==> config.mk <==
export PLATFORM = sky130hd
export DESIGN_NAME = checked_frame_deframer
export DESIGN_NICKNAME = d
export VERILOG_FILES = /design/src/rtl/cfd_pkg.sv /design/src/rtl/checked_frame_deframer.sv
export VERILOG_INCLUDE_DIRS = /design/src /design/src/rtl
export SDC_FILE = /design/constraint.sdc
export NUM_CORES = 1
export LEC_CHECK = 0
export BUFFER_PORTS_ARGS = -buffer_cell sky130_fd_sc_hd__buf_2
export CORE_MARGIN = 2
export CORE_UTILIZATION = 55
export DETAILED_ROUTE_END_ITERATION = 10
export PLACE_DENSITY = 0.77
export SKIP_LAST_GASP = 1
export SLEW_MARGIN = 0
export SYNTH_ARGS = -nofsm -noshare
export SYNTH_HDL_FRONTEND = slang
export SYNTH_SLANG_ARGS = --single-unit
==> constraint.sdc <==
create_clock -name aclk -period 5.7 [get_ports aclk]
set_clock_uncertainty 0.05 [all_clocks]
set_input_delay 0.855 -clock aclk [delete_from_list [all_inputs] [get_ports aclk]]
set_output_delay 0.855 -clock aclk [all_outputs]
set_load 0.005 [all_outputs]
==> src/rtl/assert_macros.svh <==
// Assertion helpers, all clocked on aclk and quiet while aresetn is low.
`ifndef ASSERT_MACROS_SVH
`define ASSERT_MACROS_SVH

// Same-cycle implication.
`define ASSERT_NOW(lbl, ante, cons, msg) \
    lbl: assert property (@(posedge aclk) disable iff (!aresetn) (ante) |-> (cons)) \
        else $error(msg);

// Next-cycle implication.
`define ASSERT_NEXT(lbl, ante, cons, msg) \
    lbl: assert property (@(posedge aclk) disable iff (!aresetn) (ante) |=> (cons)) \
        else $error(msg);

`endif

==> src/rtl/cfd_pkg.sv <==
`timescale 1ns / 1ps

package cfd_pkg;

    localparam logic [7:0] START_MARKER_RESET = 8'd17;

    // deframer phases; the unused code is handled as PH_HUNT
    localparam logic [2:0] PH_HUNT    = 3'd0;
    localparam logic [2:0] PH_CMD     = 3'd1;
    localparam logic [2:0] PH_LEN     = 3'd2;
    localparam logic [2:0] PH_SUM     = 3'd3;
    localparam logic [2:0] PH_WSUM    = 3'd4;
    localparam logic [2:0] PH_HCHK    = 3'd5;
    localparam logic [2:0] PH_PAYLOAD = 3'd6;

    localparam logic [1:0] ST_OK        = 2'd0;
    localparam logic [1:0] ST_BAD_START = 2'd1;
    localparam logic [1:0] ST_BAD_HDR   = 2'd2;
    localparam logic [1:0] ST_BAD_DATA  = 2'd3;

    typedef struct packed {
        logic       has_data;
        logic [7:0] data_byte;
        logic [7:0] data_index;
        logic       frame_end;
        logic [1:0] status;
        logic [7:0] command;
        logic [7:0] length;
    } res_t;

endpackage

==> src/rtl/checked_frame_deframer.sv <==
`timescale 1ns / 1ps

// Checked frame deframer. Takes one link byte per beat on s_ and delivers at
// most one result beat per input byte on m_: each payload byte with its index,
// and a closing beat (m_tlast) per frame or error with status, command and
// length. Header bytes before the check byte produce no result. Each byte is
// decoded as it is accepted and lands in the single output register, so
// throughput is one byte per clock unless stalled. s_tready drops only while
// that output register holds a result that m_tready has not taken. The start
// marker (reset 17) is written through the cfg_ channel, which is always
// ready and must only be used while idle.
module checked_frame_deframer
    import cfd_pkg::*;
(
    input  logic        aclk,
    input  logic        aresetn,

    input  logic        cfg_valid,
    output logic        cfg_ready,
    input  logic [7:0]  cfg_data,      // start_marker

    input  logic        s_tvalid,
    output logic        s_tready,
    input  logic [7:0]  s_tdata,       // rx_byte

    output logic        m_tvalid,
    input  logic        m_tready,
    output logic [31:0] m_tdata,       // data_byte, data_index, command, length
    output logic [2:0]  m_tuser,       // has_data, status[1:0]
    output logic        m_tlast        // frame_end
);

    logic [7:0] marker_reg;
    logic [2:0] phase_reg,    phase_next;
    logic [7:0] cmd_reg,      cmd_next;
    logic [7:0] len_reg,      len_next;
    logic [7:0] exp_sum_reg,  exp_sum_next;
    logic [7:0] exp_wsum_reg, exp_wsum_next;
    logic [7:0] hdr_sum_reg,  hdr_sum_next;
    logic [7:0] run_sum_reg,  run_sum_next;
    logic [7:0] run_wsum_reg, run_wsum_next;
    logic [7:0] count_reg,    count_next;

    logic       m_valid_reg;
    res_t       res_reg, res_next;
    logic       res_fire;

    logic       s_fire;
    logic [7:0] idx_inc;
    logic [15:0] wprod;
    logic [8:0] count_wide;

    assign cfg_ready = 1'b1;
    assign s_tready  = ~m_valid_reg | m_tready;
    assign s_fire    = s_tvalid & s_tready;

    assign idx_inc    = count_reg + 8'd1;
    assign wprod      = idx_inc * s_tdata;
    assign count_wide = {1'b0, count_reg} + 9'd1;

    always_comb begin
        phase_next    = phase_reg;
        cmd_next      = cmd_reg;
        len_next      = len_reg;
        exp_sum_next  = exp_sum_reg;
        exp_wsum_next = exp_wsum_reg;
        hdr_sum_next  = hdr_sum_reg;
        run_sum_next  = run_sum_reg;
        run_wsum_next = run_wsum_reg;
        count_next    = count_reg;
        res_fire      = 1'b0;
        res_next      = '0;

        case (phase_reg)
            PH_CMD: begin
                cmd_next     = s_tdata;
                hdr_sum_next = s_tdata;
                phase_next   = PH_LEN;
            end
            PH_LEN: begin
                len_next     = s_tdata;
                hdr_sum_next = hdr_sum_reg + s_tdata;
                phase_next   = PH_SUM;
            end
            PH_SUM: begin
                exp_sum_next = s_tdata;
                hdr_sum_next = hdr_sum_reg + s_tdata;
                phase_next   = PH_WSUM;
            end
            PH_WSUM: begin
                exp_wsum_next = s_tdata;
                hdr_sum_next  = hdr_sum_reg + s_tdata;
                phase_next    = PH_HCHK;
            end
            PH_HCHK: begin
                res_next.command = cmd_reg;
                res_next.length  = len_reg;
                if (s_tdata != hdr_sum_reg) begin
                    phase_next         = PH_HUNT;
                    res_fire           = 1'b1;
                    res_next.frame_end = 1'b1;
                    res_next.status    = ST_BAD_HDR;
                end else begin
                    run_sum_next  = '0;
                    run_wsum_next = '0;
                    count_next    = '0;
                    if (len_reg == 8'd0) begin
                        // empty payload closes at once, sums unchecked
                        phase_next         = PH_HUNT;
                        res_fire           = 1'b1;
                        res_next.frame_end = 1'b1;
                        res_next.status    = ST_OK;
                    end else begin
                        phase_next = PH_PAYLOAD;
                    end
                end
            end
            PH_PAYLOAD: begin
                run_sum_next        = run_sum_reg + s_tdata;
                run_wsum_next       = run_wsum_reg + wprod[7:0];
                count_next          = idx_inc;
                res_fire            = 1'b1;
                res_next.has_data   = 1'b1;
                res_next.data_byte  = s_tdata;
                res_next.data_index = count_reg;
                res_next.command    = cmd_reg;
                res_next.length     = len_reg;
                if (count_wide >= {1'b0, len_reg}) begin
                    phase_next         = PH_HUNT;
                    res_next.frame_end = 1'b1;
                    res_next.status    = (run_sum_next == exp_sum_reg &&
                                          run_wsum_next == exp_wsum_reg) ?
                                         ST_OK : ST_BAD_DATA;
                end
            end
            default: begin
                if (s_tdata == marker_reg) begin
                    phase_next = PH_CMD;
                end else begin
                    // stray byte is dropped after the error beat
                    phase_next         = PH_HUNT;
                    res_fire           = 1'b1;
                    res_next.frame_end = 1'b1;
                    res_next.status    = ST_BAD_START;
                end
            end
        endcase
    end

    always_ff @(posedge aclk) begin
        if (!aresetn) begin
            marker_reg   <= START_MARKER_RESET;
            phase_reg    <= PH_HUNT;
            cmd_reg      <= '0;
            len_reg      <= '0;
            exp_sum_reg  <= '0;
            exp_wsum_reg <= '0;
            hdr_sum_reg  <= '0;
            run_sum_reg  <= '0;
            run_wsum_reg <= '0;
            count_reg    <= '0;
            m_valid_reg  <= 1'b0;
        end else begin
            if (cfg_valid && cfg_ready) begin
                marker_reg <= cfg_data;
            end
            if (s_fire) begin
                phase_reg    <= phase_next;
                cmd_reg      <= cmd_next;
                len_reg      <= len_next;
                exp_sum_reg  <= exp_sum_next;
                exp_wsum_reg <= exp_wsum_next;
                hdr_sum_reg  <= hdr_sum_next;
                run_sum_reg  <= run_sum_next;
                run_wsum_reg <= run_wsum_next;
                count_reg    <= count_next;
            end
            if (s_fire) begin
                m_valid_reg <= res_fire;
            end else if (m_tready) begin
                m_valid_reg <= 1'b0;
            end
        end
    end

    always_ff @(posedge aclk) begin
        if (s_fire && res_fire) begin
            res_reg <= res_next;
        end
    end

    assign m_tvalid = m_valid_reg;
    assign m_tdata  = {res_reg.length, res_reg.command, res_reg.data_index,
                       res_reg.data_byte};
    assign m_tuser  = {res_reg.status, res_reg.has_data};
    assign m_tlast  = res_reg.frame_end;

`include "assert_macros.svh"

    `ASSERT_NOW(a_nodata_ends, m_valid_reg && !res_reg.has_data, res_reg.frame_end, "result without data must close a frame")
    `ASSERT_NOW(a_mid_ok, m_valid_reg && !res_reg.frame_end, res_reg.status == ST_OK, "status set on a mid-frame beat")
    `ASSERT_NOW(a_payload_len, phase_reg == PH_PAYLOAD, len_reg != 8'd0, "payload phase with zero length")
    `ASSERT_NEXT(a_marker_opens, s_fire && phase_reg == PH_HUNT && s_tdata == marker_reg, phase_reg == PH_CMD, "start marker did not open a header")
    `ASSERT_NEXT(a_hdr_silent, s_fire && (phase_reg == PH_CMD || phase_reg == PH_LEN || phase_reg == PH_SUM || phase_reg == PH_WSUM), !m_valid_reg, "header byte produced a result")

endmodule

# Word-level counts from Yosys, hierarchy flattened
# Cells that the tools add are included.
[classes]
n_addsub = 5
n_eq_ne = 12
mul = 1
n_reduce_logical = 16
muxes = 23
bitwise = 3
magnitude_cmp = 1
[ops]
columns = ["cell", "count"]
rows = [
  ["$pmux 8 s2", 4],
  ["$add 8x8->8", 3],
  ["$eq 8x8->1", 3],
  ["$mux 3", 7],
  ["$pmux 3 s6", 1],
  ["$mux 17", 1],
  ["$reduce_and 2->1", 6],
  ["$add 8x1->9 const B", 1],
  ["$eq 3x3->1 const B", 3],
  ["$ge 9x8->1", 1],
  ["$pmux 3 s3", 1],
  ["$add 8x1->8 const B", 1],
  ["$logic_not 8->1", 1],
  ["$mul 8x8->8", 1],
  ["$mux 8", 1],
  ["$ne 8x8->1", 1],
  ["$eq 3x2->1 const B", 2],
  ["$mux 1", 6],
  ["$reduce_bool 2->1", 3],
  ["$ne 2x2->1 const B", 2],
  ["$reduce_or 4->1", 1],
  ["$eq 3x1->1 const B", 1],
  ["$pmux 1 s3", 1],
  ["$reduce_and 3->1", 1],
  ["7 further kinds", 8],
]
[word_totals]
out_inout_bits = 39
ff_bits = 112
inputBits = 21
word_cells = 79

# Longest topological paths before layout
[depth]
ltp_word = 8
ltp_mapped = 22
depth_no_buf = 21

# Worst setup path before layout
# No wires, ideal clock.
[synth_timing]
kind = "register to register"
from = "register count_reg[0]"
to = "register res_reg (netlist bit m_tuser[2]), data pin"
setup_time_ps = 255
setup_slack_ps = 332
required_ps = 5395
arrival_time_ps = 5063
synth_period_minus_slack_ps = 5368
path_stages_with_launch = 22
n_path_buf = 1
path_cell_list = "dfxtp_1 -> ha_1 -> and3_2 -> buf_6 -> xor2_2 -> and2_2 -> fa_1 -> inv_1 -> fa_1 -> inv_1 -> ha_1 -> inv_1 -> fa_1 -> fa_1 -> xnor2_1 -> xor2_1 -> a2111oi_0 -> nor4b_1 -> nand4b_1 -> nor4_1 -> a211oi_2 -> a31o_1"
[synth_lines]
columns = ["element", "line_no", "source"]
rows = [
  ["from (decl)", "checked_frame_deframer.sv:42", "logic [7:0] count_reg, count_next;"],
  ["from (signal assigned)", "checked_frame_deframer.sv:176", "count_reg <= count_next;"],
  ["to (signal assigned)", "checked_frame_deframer.sv:188", "res_reg <= res_next;"],
  ["to (decl)", "checked_frame_deframer.sv:45", "res_t res_reg, res_next;"],
]

==> metrics.txt <==
router iterations before antenna repair=5; global-route wire length before repair=about 27,000 µm; Unique masters post-synth=64; Mapped Area=around 0.0069 mm²; port bufs=58; Ports=60; Synth Flop Type=dfxtp_1; Tcrit/Tclk final=0.9515; Routed WL=between 15,000 and 20,000 µm; max reg flops=32; Crit Path Category=reg -> reg; GPL Wtd Cong=roughly 0.9; status=completed; RSZ-0062 raised after global routing=false; Post-Syn Area per Cell=9.205 µm²; row cnt=40; CTS buffer count=9; DRC=0; Power Density=216.7 mW/mm²; GRT overflow=0; CTS Buffer Depth=2; HPWL Detailed=11,610 µm; Mapped Cells=about 750; Fin Hold WS=about 0.41 ns; share of flip-flops with an asynchronous set or reset=0; share of post-route cells with drive strength above 1=0.1491; die width=about 120 µm; largest net degree at the start of global routing=a little under 80; Die H=around 120 µm; DR vias/cell=around 5.6; vias in the first global route=between 5,000 and 6,000; starting density of the core=0.5662; CTS Root Cell=clkbuf_16; cell family with most CP delay=adder cells; CP max FO=3; Post-DRT Antenna Nets=0; initial antenna violation count=0; slowest stage cell on the critical path=fa_1; Placeable Area=between 0.01 and 0.015 mm²; Fmax=between 150 and 200 MHz; Fin. Hold Viols=0; Total GRT Usage=0.2559; nets=874; CP Data Arrival Time=between 5 and 6 ns; final core occ=0.6405; CTS tree=built; initial drt markers=424; clk slew on worst S/H paths=0.08 ns; crit-path cells=ha_2 > and3_2 > xor2_2 > and2_2 > fa_1 > inv_1 > fa_1 > inv_1 > ha_1 > inv_1 > fa_1 > fa_2 > xnor2_2 > xor2_1 > a2111oi_1 > nor4b_2 > nand4b_1 > nor4_2 > buf_4 > a211oi_2 > a31o_1; fin crit period=approximately 5.4 ns; clock sink total=~110; setup TNS after final layout=0 ns; Worst-Skew Late Latency=approximately 0.36 ns; crit path launch type=flop; #FFs+latches synth=roughly 110; Synth-to-Final Area Change=13.12%; slowest cell delay on critical path=0.50 ns; Post-synth EDFFs=36; HP Class=reg -> reg; die area=roughly 0.013 mm²; CP required=around 5.8 ns; Yosys Warn Count=0; # H-tree levels=3; Avg WL per Cell=~17 µm; Peak VDD IR=0.1161 mV; Post-Syn Nets=roughly 830; Vias=between 5,000 and 6,000; Final setup viols=0; Leakage=between 3 and 4 nW; Rel. slew slack=0.1278; Diodes inserted=0; Slew @ Worst Pin=between 1 and 1.5 ns; post-synthesis sequential area ratio=0.3795; Critical Path End Type=flop; maxcap violations=0; Bufs and invs on worst path=4; Slew Limit Fails=0
cell usage in the layout, fill, tap and decap left out, types with 3 or more instances in the layout:
cell type,n
a211oi_1,4
a21boi_0,29
a21o_1,11
a21oi_1,23
a22oi_1,15
and2_1,27
and2_2,3
and3_1,13
and3_2,3
buf_2,58
buf_4,20
clkbuf_16,9
dfxtp_1,76
edfxtp_1,36
fa_1,19
ha_1,37
inv_1,52
inv_8,3
mux2i_1,17
nand2_1,94
nand2b_1,9
nand3_1,9
nor2_1,35
nor2b_1,43
nor3_1,9
nor3b_1,3
nor4_1,6
o211a_1,5
o211ai_1,4
o21a_1,3
o21ai_0,29
or3_1,4
xnor2_1,23
xnor2_2,3
xor2_1,20
cells in the mapped netlist, drive strengths merged, types with 5 or more instances:
master	n	share of area
ha	40	0.073
xor2	21	0.028
a211oi	5	0.0062
nor2	37	0.020
mux2i	17	0.025
nor2b	43	0.039
a21boi	29	0.032
nor4	7	0.0064
a22oi	15	0.016
clkbuf	35	0.019
a21o	11	0.012
and2	31	0.029
o21ai	30	0.022
dfxtp	76	0.22
xnor2	26	0.033
edfxtp	36	0.16
buf	6	0.0053
nor3	9	0.0066
o211a	5	0.0073
nand2	94	0.051
inv	52	0.028
nand3	10	0.0080
nand2b	9	0.0082
and3	16	0.015
fa	20	0.058
a21oi	24	0.018
power breakdown:
part | internal [mW] | switching (mW) | total, mW
Combinational | 0.0522 | 0.0763 | 0.129
Sequential | 0.837 | 0.00524 | 0.842
Clock | 0.397 | 0.313 | 0.711
Total | 1.29 | 0.395 | 1.68
cell families after synthesis:
logic type,Yosys count,synth area share
multiplexers,18,0.02645
AO/OA/AOI/OAI,143,0.1414
AND/OR/NAND/NOR,268,0.1965
other,1,0.0005468
XOR/XNOR,50,0.07134
flip-flops,112,0.3795
adder cells (fa/ha/maj),60,0.1314
buffers and inverters,93,0.05291
final cells by class:
cell class | instances | area, µm²
Timing Repair Buffer | 78 | 440.4
Clock buffer | 9 | 225.2
Tap cell | 168 | 210.2
Sequential cell | 112 | 2603
Fill cell | 1045 | 4354
Inverter | 52 | 195.2
Clock inverter | 7 | 111.4
Multi-Input combinational cell | 540 | 3973
what timing repair did:
item | in CTS | in global routing
hold buffers | 0 | 0
setup endpoints to repair | 2 | 2
endpoints found under the hold margin | 0 | 0
resized for setup | 1 | 11
setup buffers | 0 | 0
pin swaps | 0 | 5
stage by stage:
step	worst slack [ns]	total power, mW	instances	cell area, µm²
after detailed placement	-0.07169	0.9864	950	7351
final	0.2763	1.681	966	7757
after global routing	0.01614	1.741	966	7757
after floorplan	0.3317	0.9379	745	6858
after global placement	0.05782	0.9837	950	7351
after CTS	0.03434	1.689	966	7694
worst paths after layout:
check	from	endpoint	cells past startpoint	slack (ns)
worst min register to register	cmd_reg[6]$_SDFFE_PN0P_	cmd_reg[6]$_SDFFE_PN0P_	2	0.41
worst max register to register	count_reg[0]$_SDFFE_PN0P_	m_tuser[2]$_DFFE_PP_	21	0.28
worst min-delay path	cmd_reg[6]$_SDFFE_PN0P_	cmd_reg[6]$_SDFFE_PN0P_	2	0.41
worst max-delay path	count_reg[0]$_SDFFE_PN0P_	m_tuser[2]$_DFFE_PP_	21	0.28
tightest hold or removal path: cells and delay by family, from the launching register on:
family | cells | cell delay (ns)
AO/OA/AOI/OAI | 1 | 0.06
flip-flops | 1 | 0.31
AND/OR/NAND/NOR | 1 | 0.04
metal layers:
layer / GRT usage / routed length [µm]
met5: 0 / 0
met4: 0.09365 / 342
met2: 0.4097 / 7470
met1: 0.3509 / 7088
met3: 0.04446 / 1172
(Power assumes the default switching activity.)
